===== src/rtl/bitrate_meter_hysteresis_switch_defines.svh =====
// Assertion macros shared by the bit-rate meter RTL.
// Expects clk_i and rst_ni in the scope of the module that uses them.
`ifndef BITRATE_METER_HYSTERESIS_SWITCH_DEFINES_SVH
`define BITRATE_METER_HYSTERESIS_SWITCH_DEFINES_SVH

// Same-cycle implication, checked out of reset.
`define BRM_ASSERT_IMP(label, ante, cons, msg) \
  label: assert property (@(posedge clk_i) disable iff (!rst_ni) (ante) |-> (cons)) \
    else $error(msg);

// Next-cycle implication, checked out of reset.
`define BRM_ASSERT_NEXT(label, ante, cons, msg) \
  label: assert property (@(posedge clk_i) disable iff (!rst_ni) (ante) |=> (cons)) \
    else $error(msg);

`endif


===== src/rtl/brm_pkg.sv =====
// Shared types, widths and constants of the bit-rate meter.
// No dependencies; imported by brm_mul, brm_div, brm_hyst and the top level.
package brm_pkg;

  localparam int unsigned SEQ_W    = 16;
  localparam int unsigned TS_W     = 32;
  localparam int unsigned LEN_W    = 16;
  localparam int unsigned FMT_W    = 8;
  localparam int unsigned RATE_W   = 32;
  localparam int unsigned TGT_W    = 20;
  localparam int unsigned HOLD_W   = 4;
  localparam int unsigned STREAK_W = 4;
  localparam int unsigned BYTES_W  = 32;

  // rate = bytes * 5625 / (elapsed * 8)
  localparam int unsigned        MUL_K_W   = 13;
  localparam logic [MUL_K_W-1:0] RATE_NUM  = 13'd5625;
  localparam int unsigned        NUM_W     = BYTES_W + MUL_K_W;
  localparam int unsigned        DEN_SHIFT = 3;
  localparam int unsigned        DEN_W     = TS_W + DEN_SHIFT;

  localparam int unsigned MUL_DIGIT_W = 2;
  localparam int unsigned MUL_STEPS   = BYTES_W / MUL_DIGIT_W;
  localparam int unsigned DIV_STEPS   = RATE_W;

  localparam logic [TS_W-1:0]     WINDOW_TICKS = 32'd90000;
  localparam logic [HOLD_W-1:0]   HOLD_RESET   = 4'd5;
  localparam logic [STREAK_W-1:0] STREAK_MAX   = '1;

  localparam int unsigned CFG_IDX_W  = 2;
  localparam int unsigned CFG_DATA_W = 20;

  typedef enum logic [CFG_IDX_W-1:0] {
    CFG_TARGET   = 2'd0,
    CFG_LINE_FMT = 2'd1,
    CFG_HOLD     = 2'd2
  } cfg_idx_e;

  typedef struct packed {
    logic [CFG_IDX_W-1:0]  index;
    logic [CFG_DATA_W-1:0] data;
  } cfg_wr_t;

  typedef struct packed {
    logic [SEQ_W-1:0] seq_num;
    logic [TS_W-1:0]  timestamp;
    logic [LEN_W-1:0] payload_len;
    logic [FMT_W-1:0] payload_format;
  } in_item_t;

  typedef struct packed {
    logic              duplicate;
    logic              rate_valid;
    logic [RATE_W-1:0] rate_kbps;
    logic              active;
  } out_item_t;

  typedef enum logic [2:0] {
    ST_IDLE,
    ST_MUL,
    ST_DIV,
    ST_EVAL,
    ST_DONE
  } brm_state_e;

  typedef struct packed {
    logic calc;
    logic commit;
  } hyst_ctrl_t;

endpackage


===== src/rtl/brm_stream_if.sv =====
// Valid/ready channel carrying one payload beat per handshake.
// Payload type is set per instance (input, result and config channels).
interface brm_stream_if #(
  parameter type T = logic
) ();
  logic valid;
  logic ready;
  T     payload;

  modport source (output valid, output payload, input ready);
  modport sink   (input valid, input payload, output ready);
endinterface


===== src/rtl/brm_mul.sv =====
// Radix-4 serial multiplier: byte count times the fixed rate numerator.
// Depends on brm_pkg.
module brm_mul (
  input  logic                       clk_i,
  input  logic                       rst_ni,
  input  logic                       start_i,
  input  logic [brm_pkg::BYTES_W-1:0] operand_i,
  output logic                       done_o,
  output logic [brm_pkg::NUM_W-1:0]  product_o
);
  import brm_pkg::*;

  localparam int unsigned CNT_W = $clog2(MUL_STEPS);
  localparam int unsigned SUM_W = MUL_K_W + MUL_DIGIT_W;

  function automatic logic [SUM_W-1:0] digit_mult(input logic [MUL_DIGIT_W-1:0] d);
    logic [SUM_W-1:0] k;
    logic [SUM_W-1:0] r;
    k = SUM_W'(RATE_NUM);
    r = '0;
    for (int i = 0; i < MUL_DIGIT_W; i++) begin
      if (d[i]) r = r + (k << i);
    end
    return r;
  endfunction

  logic [NUM_W-1:0] prod_q, prod_d;
  logic [CNT_W-1:0] cnt_q, cnt_d;
  logic             busy_q, busy_d;
  logic             done_q, done_d;
  logic [SUM_W-1:0] sum;

  // high part stays below the constant, so the sum never overflows SUM_W
  assign sum = SUM_W'(prod_q[NUM_W-1:BYTES_W]) + digit_mult(prod_q[MUL_DIGIT_W-1:0]);

  always_comb begin
    prod_d = prod_q;
    cnt_d  = cnt_q;
    busy_d = busy_q;
    done_d = 1'b0;
    if (start_i) begin
      prod_d = {MUL_K_W'(0), operand_i};
      cnt_d  = '0;
      busy_d = 1'b1;
    end else if (busy_q) begin
      prod_d = {sum, prod_q[BYTES_W-1:MUL_DIGIT_W]};
      cnt_d  = cnt_q + CNT_W'(1);
      if (cnt_q == CNT_W'(MUL_STEPS - 1)) begin
        busy_d = 1'b0;
        done_d = 1'b1;
      end
    end
  end

  always_ff @(posedge clk_i or negedge rst_ni) begin
    if (!rst_ni) begin
      cnt_q  <= '0;
      busy_q <= 1'b0;
      done_q <= 1'b0;
    end else begin
      cnt_q  <= cnt_d;
      busy_q <= busy_d;
      done_q <= done_d;
    end
  end

  always_ff @(posedge clk_i) begin
    prod_q <= prod_d;
  end

  assign done_o    = done_q;
  assign product_o = prod_q;

endmodule


===== src/rtl/brm_div.sv =====
// Restoring serial divider, one quotient bit per cycle.
// Depends on brm_pkg and the assertion macro header.
`include "bitrate_meter_hysteresis_switch_defines.svh"

module brm_div (
  input  logic                       clk_i,
  input  logic                       rst_ni,
  input  logic                       start_i,
  input  logic [brm_pkg::NUM_W-1:0]  num_i,
  input  logic [brm_pkg::DEN_W-1:0]  den_i,
  output logic                       done_o,
  output logic [brm_pkg::RATE_W-1:0] quot_o
);
  import brm_pkg::*;

  localparam int unsigned CNT_W = $clog2(DIV_STEPS);

  logic [DEN_W-1:0]  rem_q, rem_d;
  logic [DEN_W-1:0]  den_q, den_d;
  logic [RATE_W-1:0] quo_q, quo_d;
  logic [CNT_W-1:0]  cnt_q, cnt_d;
  logic              busy_q, busy_d;
  logic              done_q, done_d;
  logic [DEN_W:0]    rem_sh;
  logic [DEN_W+1:0]  diff;
  logic              ge;

  // numerator low bits shift out of quo_q as quotient bits shift in
  assign rem_sh = {rem_q, quo_q[RATE_W-1]};
  assign diff   = {1'b0, rem_sh} - {2'b00, den_q};
  assign ge     = !diff[DEN_W+1];

  always_comb begin
    rem_d  = rem_q;
    den_d  = den_q;
    quo_d  = quo_q;
    cnt_d  = cnt_q;
    busy_d = busy_q;
    done_d = 1'b0;
    if (start_i) begin
      // quotient fits RATE_W bits, so the upper numerator bits are below den
      rem_d  = DEN_W'(num_i[NUM_W-1:RATE_W]);
      quo_d  = num_i[RATE_W-1:0];
      den_d  = den_i;
      cnt_d  = '0;
      busy_d = 1'b1;
    end else if (busy_q) begin
      rem_d = ge ? diff[DEN_W-1:0] : rem_sh[DEN_W-1:0];
      quo_d = {quo_q[RATE_W-2:0], ge};
      cnt_d = cnt_q + CNT_W'(1);
      if (cnt_q == CNT_W'(DIV_STEPS - 1)) begin
        busy_d = 1'b0;
        done_d = 1'b1;
      end
    end
  end

  always_ff @(posedge clk_i or negedge rst_ni) begin
    if (!rst_ni) begin
      cnt_q  <= '0;
      busy_q <= 1'b0;
      done_q <= 1'b0;
    end else begin
      cnt_q  <= cnt_d;
      busy_q <= busy_d;
      done_q <= done_d;
    end
  end

  always_ff @(posedge clk_i) begin
    rem_q <= rem_d;
    den_q <= den_d;
    quo_q <= quo_d;
  end

  assign done_o = done_q;
  assign quot_o = quo_q;

  `BRM_ASSERT_IMP(a_div_rem_below_den, busy_q, rem_q < den_q, "divider remainder not below divisor")
  `BRM_ASSERT_IMP(a_div_start_idle, start_i, !busy_q, "divider restarted while busy")

endmodule


===== src/rtl/brm_hyst.sv =====
// Hysteresis switch: threshold and format compare, saturating streak, active flag.
// Depends on brm_pkg.
module brm_hyst (
  input  logic                       clk_i,
  input  logic                       rst_ni,
  input  brm_pkg::hyst_ctrl_t        ctrl_i,
  input  logic [brm_pkg::RATE_W-1:0] rate_i,
  input  logic [brm_pkg::FMT_W-1:0]  fmt_i,
  input  logic [brm_pkg::TGT_W-1:0]  target_i,
  input  logic [brm_pkg::FMT_W-1:0]  line_fmt_i,
  input  logic [brm_pkg::HOLD_W-1:0] hold_i,
  output logic                       active_o
);
  import brm_pkg::*;

  localparam int unsigned R10_W = RATE_W + 4;
  localparam int unsigned THR_W = TGT_W + 4;

  logic [R10_W-1:0]    r10_q, r10_d;
  logic [THR_W-1:0]    thr_q, thr_d;
  logic                mis_q, mis_d;
  logic [STREAK_W-1:0] streak_q, streak_d, streak_nxt;
  logic                active_q, active_d;
  logic [THR_W-1:0]    t9, t11;
  logic                hit;

  // calc beat: rate*10 against target*9 (active) or target*11 (idle)
  assign t9  = (THR_W'(target_i) << 3) + THR_W'(target_i);
  assign t11 = t9 + (THR_W'(target_i) << 1);

  assign hit = active_q ? (r10_q <= R10_W'(thr_q)) : (r10_q >= R10_W'(thr_q));
  assign streak_nxt = !hit ? '0 :
                      (streak_q == STREAK_MAX) ? streak_q : streak_q + STREAK_W'(1);

  always_comb begin
    r10_d    = r10_q;
    thr_d    = thr_q;
    mis_d    = mis_q;
    streak_d = streak_q;
    active_d = active_q;
    if (ctrl_i.calc) begin
      r10_d = (R10_W'(rate_i) << 3) + (R10_W'(rate_i) << 1);
      thr_d = active_q ? t9 : t11;
      mis_d = (fmt_i != line_fmt_i);
    end
    if (ctrl_i.commit) begin
      if (mis_q) begin
        active_d = 1'b1;
      end else begin
        streak_d = streak_nxt;
        if (streak_nxt >= hold_i) active_d = !active_q;
      end
    end
  end

  always_ff @(posedge clk_i or negedge rst_ni) begin
    if (!rst_ni) begin
      streak_q <= '0;
      active_q <= 1'b0;
    end else begin
      streak_q <= streak_d;
      active_q <= active_d;
    end
  end

  always_ff @(posedge clk_i) begin
    r10_q <= r10_d;
    thr_q <= thr_d;
    mis_q <= mis_d;
  end

  assign active_o = active_q;

endmodule


===== src/rtl/bitrate_meter_hysteresis_switch.sv =====
// Bit-rate meter with hysteresis switch, top level.
// Depends on brm_pkg, brm_stream_if, brm_mul, brm_div, brm_hyst and the macro header.
//
// Usage:
//   in_i  carries one packet descriptor per beat (seq, 90 kHz stamp, length, format).
//   out_o returns exactly one result beat per input beat, in order.
//   cfg_i writes target_kbps (index 0), line_format (1) and hold_count (2); it is
//   always ready and must only be used while no packet is in flight.
// Timing:
//   One packet is processed at a time. A duplicate, or a packet that does not close
//   the one-second window, goes from acceptance through ST_DONE into the output
//   register. A packet that closes the window runs the radix-4 serial multiplier
//   (ST_MUL) and the bit-serial divider (ST_DIV), then, for a nonzero rate, the
//   switch update (ST_EVAL) before ST_DONE. The next packet is taken in the
//   cycle after the result is registered.
// Reset:
//   Clears the window, duplicate history, streak, active flag and registers
//   (hold_count comes up as 5). No clearing pass.
// Stall:
//   A held result sits in the output register; the block finishes the next packet
//   and waits with it until the output register frees up.
`include "bitrate_meter_hysteresis_switch_defines.svh"

module bitrate_meter_hysteresis_switch (
  input  logic         clk_i,
  input  logic         rst_ni,
  brm_stream_if.sink   in_i,
  brm_stream_if.source out_o,
  brm_stream_if.sink   cfg_i
);
  import brm_pkg::*;

  brm_state_e state_q, state_d;

  logic [TGT_W-1:0]  tgt_q;
  logic [FMT_W-1:0]  line_fmt_q;
  logic [HOLD_W-1:0] hold_q;

  logic [SEQ_W-1:0]   prev_seq_q, prev_seq_d;
  logic [TS_W-1:0]    prev_stamp_q, prev_stamp_d;
  logic [TS_W-1:0]    win_start_q, win_start_d;
  logic [TS_W-1:0]    win_end_q, win_end_d;
  logic [BYTES_W-1:0] bytes_q, bytes_d;

  logic [TS_W-1:0]   elapsed_q, elapsed_d;
  logic [FMT_W-1:0]  fmt_q, fmt_d;
  logic [RATE_W-1:0] rate_q, rate_d;
  logic              rv_q, rv_d;
  logic              dup_q, dup_d;

  out_item_t out_q;
  logic      out_vld_q;
  logic      out_load;

  in_item_t   item;
  cfg_wr_t    cfg_wr;
  logic       is_dup;
  logic [TS_W-1:0]    elapsed;
  logic               win_close;
  logic [BYTES_W:0]   byte_sum;
  logic [BYTES_W-1:0] bytes_sat;

  logic               mul_start, mul_done;
  logic [NUM_W-1:0]   mul_prod;
  logic               div_start, div_done;
  logic [RATE_W-1:0]  div_quot;
  hyst_ctrl_t         hyst_ctrl;
  logic               active;
  logic               in_acc;
  logic               rate_nz;

  assign item   = in_i.payload;
  assign cfg_wr = cfg_i.payload;

  assign in_i.ready  = (state_q == ST_IDLE);
  assign cfg_i.ready = 1'b1;

  assign is_dup    = (item.seq_num == prev_seq_q) && (item.timestamp == prev_stamp_q);
  assign elapsed   = win_end_q - win_start_q;
  assign win_close = (win_start_q != '0) && (win_end_q != '0) && (elapsed > WINDOW_TICKS);
  assign byte_sum  = {1'b0, bytes_q} + (BYTES_W + 1)'(item.payload_len);
  assign bytes_sat = byte_sum[BYTES_W] ? '1 : byte_sum[BYTES_W-1:0];

  assign out_load = (state_q == ST_DONE) && (!out_vld_q || out_o.ready);

  always_comb begin
    state_d      = state_q;
    prev_seq_d   = prev_seq_q;
    prev_stamp_d = prev_stamp_q;
    win_start_d  = win_start_q;
    win_end_d    = win_end_q;
    bytes_d      = bytes_q;
    elapsed_d    = elapsed_q;
    fmt_d        = fmt_q;
    rate_d       = rate_q;
    rv_d         = rv_q;
    dup_d        = dup_q;
    mul_start    = 1'b0;
    div_start    = 1'b0;
    hyst_ctrl    = '0;
    case (state_q)
      ST_IDLE: begin
        if (in_i.valid) begin
          rate_d = '0;
          rv_d   = 1'b0;
          dup_d  = is_dup;
          if (is_dup) begin
            state_d = ST_DONE;
          end else begin
            prev_seq_d   = item.seq_num;
            prev_stamp_d = item.timestamp;
            win_end_d    = item.timestamp;
            if (win_close) begin
              // multiplier samples the old byte count at this edge
              mul_start   = 1'b1;
              elapsed_d   = elapsed;
              fmt_d       = item.payload_format;
              bytes_d     = BYTES_W'(item.payload_len);
              win_start_d = item.timestamp;
              state_d     = ST_MUL;
            end else begin
              bytes_d = bytes_sat;
              if (win_start_q == '0) win_start_d = item.timestamp;
              state_d = ST_DONE;
            end
          end
        end
      end
      ST_MUL: begin
        if (mul_done) begin
          div_start = 1'b1;
          state_d   = ST_DIV;
        end
      end
      ST_DIV: begin
        if (div_done) begin
          if (div_quot != '0) begin
            rate_d         = div_quot;
            rv_d           = 1'b1;
            hyst_ctrl.calc = 1'b1;
            state_d        = ST_EVAL;
          end else begin
            state_d = ST_DONE;
          end
        end
      end
      ST_EVAL: begin
        hyst_ctrl.commit = 1'b1;
        state_d          = ST_DONE;
      end
      ST_DONE: begin
        if (out_load) state_d = ST_IDLE;
      end
      default: begin
        state_d = ST_IDLE;
      end
    endcase
  end

  always_ff @(posedge clk_i or negedge rst_ni) begin
    if (!rst_ni) begin
      state_q      <= ST_IDLE;
      prev_seq_q   <= '0;
      prev_stamp_q <= '0;
      win_start_q  <= '0;
      win_end_q    <= '0;
      bytes_q      <= '0;
      out_vld_q    <= 1'b0;
    end else begin
      state_q      <= state_d;
      prev_seq_q   <= prev_seq_d;
      prev_stamp_q <= prev_stamp_d;
      win_start_q  <= win_start_d;
      win_end_q    <= win_end_d;
      bytes_q      <= bytes_d;
      if (out_load) begin
        out_vld_q <= 1'b1;
      end else if (out_o.ready) begin
        out_vld_q <= 1'b0;
      end
    end
  end

  always_ff @(posedge clk_i) begin
    elapsed_q <= elapsed_d;
    fmt_q     <= fmt_d;
    rate_q    <= rate_d;
    rv_q      <= rv_d;
    dup_q     <= dup_d;
    if (out_load) begin
      out_q.duplicate  <= dup_q;
      out_q.rate_valid <= rv_q;
      out_q.rate_kbps  <= rate_q;
      out_q.active     <= active;
    end
  end

  always_ff @(posedge clk_i or negedge rst_ni) begin
    if (!rst_ni) begin
      tgt_q      <= '0;
      line_fmt_q <= '0;
      hold_q     <= HOLD_RESET;
    end else if (cfg_i.valid) begin
      case (cfg_wr.index)
        CFG_TARGET:   tgt_q      <= cfg_wr.data[TGT_W-1:0];
        CFG_LINE_FMT: line_fmt_q <= cfg_wr.data[FMT_W-1:0];
        CFG_HOLD:     hold_q     <= cfg_wr.data[HOLD_W-1:0];
        default: ;
      endcase
    end
  end

  assign out_o.valid   = out_vld_q;
  assign out_o.payload = out_q;

  brm_mul u_mul (
    .clk_i     (clk_i),
    .rst_ni    (rst_ni),
    .start_i   (mul_start),
    .operand_i (bytes_q),
    .done_o    (mul_done),
    .product_o (mul_prod)
  );

  brm_div u_div (
    .clk_i   (clk_i),
    .rst_ni  (rst_ni),
    .start_i (div_start),
    .num_i   (mul_prod),
    .den_i   ({elapsed_q, {DEN_SHIFT{1'b0}}}),
    .done_o  (div_done),
    .quot_o  (div_quot)
  );

  brm_hyst u_hyst (
    .clk_i      (clk_i),
    .rst_ni     (rst_ni),
    .ctrl_i     (hyst_ctrl),
    .rate_i     (div_quot),
    .fmt_i      (fmt_q),
    .target_i   (tgt_q),
    .line_fmt_i (line_fmt_q),
    .hold_i     (hold_q),
    .active_o   (active)
  );

  assign in_acc  = in_i.valid && in_i.ready;
  assign rate_nz = (out_q.rate_kbps != '0);

  `BRM_ASSERT_IMP(a_rate_flag_match, out_vld_q, out_q.rate_valid == rate_nz, "rate flag mismatch")
  `BRM_ASSERT_IMP(a_dup_no_rate, out_vld_q && out_q.duplicate, !out_q.rate_valid, "dup with rate")
  `BRM_ASSERT_NEXT(a_one_in_flight, in_acc, !in_i.ready, "second packet taken in flight")

endmodule


===== src/flat_wrapper.sv =====
// flat-port wrapper written by rule: the top's interface ports become plain ports
module bitrate_meter_hysteresis_switch_flat import brm_pkg::*;
  (clk_i, rst_ni, in_i_valid, in_i_payload, in_i_ready, out_o_valid, out_o_payload, out_o_ready, cfg_i_valid, cfg_i_payload, cfg_i_ready);
  brm_stream_if #(.T(in_item_t)) in_i_i ();
  brm_stream_if #(.T(out_item_t)) out_o_i ();
  brm_stream_if #(.T(cfg_wr_t)) cfg_i_i ();
  input  logic clk_i;
  input  logic rst_ni;
  input wire logic [$bits(in_i_i.valid)-1:0] in_i_valid;
  input wire logic [$bits(in_i_i.payload)-1:0] in_i_payload;
  output wire logic [$bits(in_i_i.ready)-1:0] in_i_ready;
  output wire logic [$bits(out_o_i.valid)-1:0] out_o_valid;
  output wire logic [$bits(out_o_i.payload)-1:0] out_o_payload;
  input wire logic [$bits(out_o_i.ready)-1:0] out_o_ready;
  input wire logic [$bits(cfg_i_i.valid)-1:0] cfg_i_valid;
  input wire logic [$bits(cfg_i_i.payload)-1:0] cfg_i_payload;
  output wire logic [$bits(cfg_i_i.ready)-1:0] cfg_i_ready;
  assign in_i_i.valid = in_i_valid;
  assign in_i_i.payload = in_i_payload;
  assign in_i_ready = in_i_i.ready;
  assign out_o_valid = out_o_i.valid;
  assign out_o_payload = out_o_i.payload;
  assign out_o_i.ready = out_o_ready;
  assign cfg_i_i.valid = cfg_i_valid;
  assign cfg_i_i.payload = cfg_i_payload;
  assign cfg_i_ready = cfg_i_i.ready;
  bitrate_meter_hysteresis_switch u_core (.clk_i(clk_i), .rst_ni(rst_ni), .in_i(in_i_i), .out_o(out_o_i), .cfg_i(cfg_i_i));
endmodule

===== config.mk =====
export PLATFORM = sky130hd
export DESIGN_NAME = bitrate_meter_hysteresis_switch_flat
export DESIGN_NICKNAME = d
export VERILOG_FILES = /design/src/rtl/brm_pkg.sv /design/src/rtl/brm_stream_if.sv /design/src/rtl/brm_mul.sv /design/src/rtl/brm_div.sv /design/src/rtl/brm_hyst.sv /design/src/rtl/bitrate_meter_hysteresis_switch.sv /design/src/flat_wrapper.sv
export VERILOG_INCLUDE_DIRS = /design/src /design/src/rtl
export SDC_FILE = /design/constraint.sdc
export NUM_CORES = 1
export LEC_CHECK = 0
export BUFFER_PORTS_ARGS = -buffer_cell sky130_fd_sc_hd__buf_4
export CORE_ASPECT_RATIO = 0.6
export CORE_MARGIN = 1
export CORE_UTILIZATION = 45
export CTS_BUF_LIST = sky130_fd_sc_hd__clkbuf_8
export CTS_CLUSTER_DIAMETER = 50
export DETAILED_ROUTE_END_ITERATION = 7
export GPL_TIMING_DRIVEN = 0
export PLACE_DENSITY = 0.59
export SYNTH_ARGS = -nofsm -noshare
export SYNTH_HDL_FRONTEND = slang
export SYNTH_SLANG_ARGS = --single-unit

===== constraint.sdc =====
create_clock -name clk_i -period 11.2 [get_ports clk_i]
set_clock_uncertainty 0.15 [all_clocks]
set_input_delay 2.24 -clock clk_i [delete_from_list [all_inputs] [get_ports clk_i]]
set_output_delay 2.24 -clock clk_i [all_outputs]
set_load 0.03 [all_outputs]

==> flow_metrics.py <==
metrics = {
    "floorplan": {
        "core_region_area_um2": 60870,
        "initial_core_util_pct": 45.51,
        "die-area_um2": 62590,
        "die-height_um": 194.2,
        "io_pins": 137,
        "row_count": 70,
        "die_x_um": 322.3,
    },
    "sta": {
        "post-route-period-util_pct": 57.41,
        "worst_slew_pin_slew_ps": 1328,
        "max_slew_margin_pct": 11.47,
        "clock.fmax_mhz": 155.5,
        "tns_ps": 0,
        "rsz0062_at_grt": "false",
        "setup_viol": 0,
        "min_period_ps": 6430,
        "final_max_slew_viol_count": 0,
        "fin_hold_ws_ps": 257.1,
        "hold_viol_final": 0,
    },
    "synthesis": {
        "synthFlopType": "edfxtp_1",
        "ys_warn_count": 0,
        "yosysTopAreaCell": "edfxtp_1",
        "syn_area_um2": 27700,
        "synth_cell_types": 86,
        "avgSynthCellArea_um2": 10.67,
        "synth_top_cell_area_share_pct": 30.13,
        "synth.area.top_cells": "edfxtp_1 (30%), dfrtp_1 (15%), ha_1 (8.7%)",
        "synth_cells": 2596,
        "synth_nets": 2895,
        "synth_seq_area_share_pct": 47.67,
        "async_reset_ff_share_pct": 34.66,
        "ys_ff_latch": 479,
        "synth_edf_count": 278,
    },
    "global_route": {
        "antenna_found_initial": 5,
        "grt_first_pass_wirelength_um": 116900,
        "grt.total_usage_pct": 24.19,
        "overflow": 0,
        "grt_pass1_vias": 20170,
        "grt_max_degree": 92,
    },
    "cells_and_area": {
        "area.growth.synth_to_final_pct": 13.45,
        "layout.nets": 3114,
        "drive_gt1_share_pct": 15.08,
        "n_fill_cell": 5540,
    },
    "critical_path": {
        "path_class": "in -> reg",
        "crit_start": "in_i_payload[33]",
        "cp.arrival_ps": 6550,
        "cp.required_ps": 11320,
        "startpoint_type": "input pin",
        "r2r_start": "u_core.win_start_q[0]",
        "cp-end-kind": "flop",
        "critical_path_peak_fanout": 49,
    },
    "route": {
        "drc": 0,
        "post_drt_via_cell_ratio": 5.585,
        "drtIter0Drc": 1747,
        "drt_first_pass_iters": 6,
        "num_vias": 20710,
        "drt-total-wl_um": 74850,
        "routedWlPerCell_um": 20.19,
        "postRouteAntennaNets": 0,
    },
    "cts": {
        "cts_setup_buffers": 0,
        "cts_tree": "built",
        "clockBufferDepth": 3,
        "cts_inserted_buffers": 77,
        "cts_resized": 0,
        "clkTransAtPathRegs_ps": 70,
        "cts_hold_buf": 0,
        "htree_levels": 3,
        "numClockSinks": 479,
        "cts-root-buf": "clkbuf_8",
        "clk_latency_ps": 690,
    },
    "placement": {
        "dp_hpwl_um": 56490,
        "io_buffers": 135,
        "gp_congestion": 0.8978,
    },
    "pwr": {
        "ir_drop_mv": 0.1088,
        "power-per-cell-area_nw_per_um2": 285.7,
        "power.leakage_nw": 13.58,
    },
    "run": {
        "drv_cap": 0,
    },
    "min_path": {
        "hp-start": "u_core.rate_q[7]",
        "hp-class": "reg -> reg",
    },
    "status": {
        "outcome": "complete, no violations",
    },
}
[cell families (layout without fill, tap and decap cells)]
family,after synthesis,count (layout),share of synthesized area (%)
xor gates and xnor gates,194,194,6.133
muxes,174,174,6.924
AOI/OAI and AO/OA,590,590,14.06
DFF,479,479,47.67
buffers and inverters,245,527,3.428
adders and majority gates,200,200,9.223
other,1,3,0.01354
and+or+nand+nor,713,713,12.55
[where the power goes]
part | internal (mW) | total (mW) | leakage (nW) | switching [mW]
registers | 2.51 | 2.93 | 4.90 | 0.416
logic | 1.84 | 4.50 | 7.82 | 2.66
clock network | 0.811 | 1.55 | 0.863 | 0.739
[placed cells by master, fill, tap and decap left out, types with 18 or more instances in the layout]
master | netlist | routed
nand2b_1 | 23 | 23
xor2_1 | 112 | 112
edfxtp_1 | 278 | 278
dfxtp_1 | 35 | 35
mux2i_1 | 33 | 33
nand3_1 | 31 | 31
nand2_1 | 234 | 233
and3_1 | 22 | 21
nor2b_1 | 42 | 42
a21o_1 | 80 | 80
a211oi_1 | 21 | 21
ha_1 | 193 | 193
clkbuf_8 | 0 | 91
dfrtp_1 | 164 | 164
nor4_1 | 49 | 49
o21ai_0 | 123 | 123
a31oi_1 | 18 | 18
a21oi_1 | 163 | 163
nor3_1 | 44 | 42
buf_4 | 2 | 136
clkbuf_1 | 51 | 51
inv_1 | 172 | 192
a221o_1 | 19 | 19
nor2_1 | 150 | 149
xnor2_1 | 82 | 82
mux2_2 | 134 | 134
o21a_1 | 32 | 32
nand4_1 | 22 | 22
and2_1 | 39 | 39
[routing by layer]
| metal | wire length, µm | GRT usage (%) |
|---|---|---|
| met1 | 40010 | 40.28 |
| met2 | 28380 | 31.33 |
| met3 | 5372 | 4.544 |
| met4 | 1062 | 5.362 |
| met5 | 27 | 0 |
[worst paths after layout]
kind | cells past startpoint | slack [ps] | to
max | 12 | 4770 | u_core.elapsed_q[22]
min | 0 | 260 | u_core.out_o.payload[8]
max reg2reg | 15 | 5160 | u_core.elapsed_q[22]
min reg2reg | 0 | 260 | u_core.out_o.payload[8]
max in group asynchronous | 2 | 8510 | u_core.win_start_q[16]
min in group asynchronous | 1 | 1390 | u_core.out_o.valid
[cells in the mapped netlist (all sizes together) (10+ instances only)]
master / count
nand2b: 23
xor2: 112
nor2: 150
edfxtp: 278
dfxtp: 35
mux2i: 33
dfrtp: 164
o21bai: 15
or2: 15
nor3: 44
and3: 22
and2: 39
o21ai: 125
a221o: 19
inv: 174
a211oi: 21
a21o: 80
a21oi: 165
nand2: 234
or3: 10
ha: 193
nand3: 31
nor4: 49
nor2b: 42
a31oi: 18
o211ai: 16
clkbuf: 51
xnor2: 82
buf: 20
o21a: 32
mux2: 141
nand4: 22
[final cells by class]
| class | instances | area, µm² | area share, % |
|---|---|---|---|
| sequential | 479 | 13210 | 42.02 |
| multi-input combinational | 1872 | 13570 | 43.17 |
| timing repair buffer | 140 | 1111 | 3.535 |
| clock inverter | 51 | 299.0 | 0.9515 |
| buffer | 71 | 297.8 | 0.9475 |
| clock buffer | 91 | 1252 | 3.985 |
| antenna | 2 | 5.005 | 0.01592 |
| tap | 828 | 1036 | 3.296 |
| inverter | 174 | 653.1 | 2.078 |
[worst max-delay path, cell delays in order]
cell	delay [ps]
buf_4	130
xor2_1	260
nor4_1	100
nand4_1	140
nor3_2	150
nor2_1	930
inv_1	450
nor2_1	310
o21a_1	240
buf_4	220
buf_2	280
buf_2	1030
[per-stage QoR]
| stage | total power [mW] | worst slack [ps] | instance area (µm²) | util (%) | std cells |
|---|---|---|---|---|---|
| CTS | 8.955 | 4880 | 31420 | 51.62 | 3706 |
| detailed placement | 7.351 | 4155 | 29870 | 49.08 | 3564 |
| global route | 9.632 | 4500 | 31420 | 51.62 | 3706 |
| finish | 8.979 | 4770 | 31430 | 51.63 | 3708 |
| floorplan | 6.102 | 6013 | 27700 | - | 2596 |
| global placement | 7.236 | 3652 | 29750 | 48.88 | 3559 |
[registers in the layout (all words and copies together), names as in the netlist, 3 cells and up]
signal and cells:
u_core.bytes_q 32, u_core.elapsed_q 32, u_core.fmt_q 8, u_core.hold_q 4, u_core.line_fmt_q 8, u_core.out_o.payload 35, u_core.prev_seq_q 16, u_core.prev_stamp_q 32
u_core.rate_q 32, u_core.state_q 3, u_core.tgt_q 20, u_core.u_div.cnt_q 5, u_core.u_div.den_q 32, u_core.u_div.quot_o 32, u_core.u_div.rem_q 35, u_core.u_hyst.r10_q 35
u_core.u_hyst.streak_q 4, u_core.u_hyst.thr_q 24, u_core.u_mul.cnt_q 4, u_core.u_mul.product_o 45, u_core.win_start_q 32
Power figures use the tool's default switching activity.
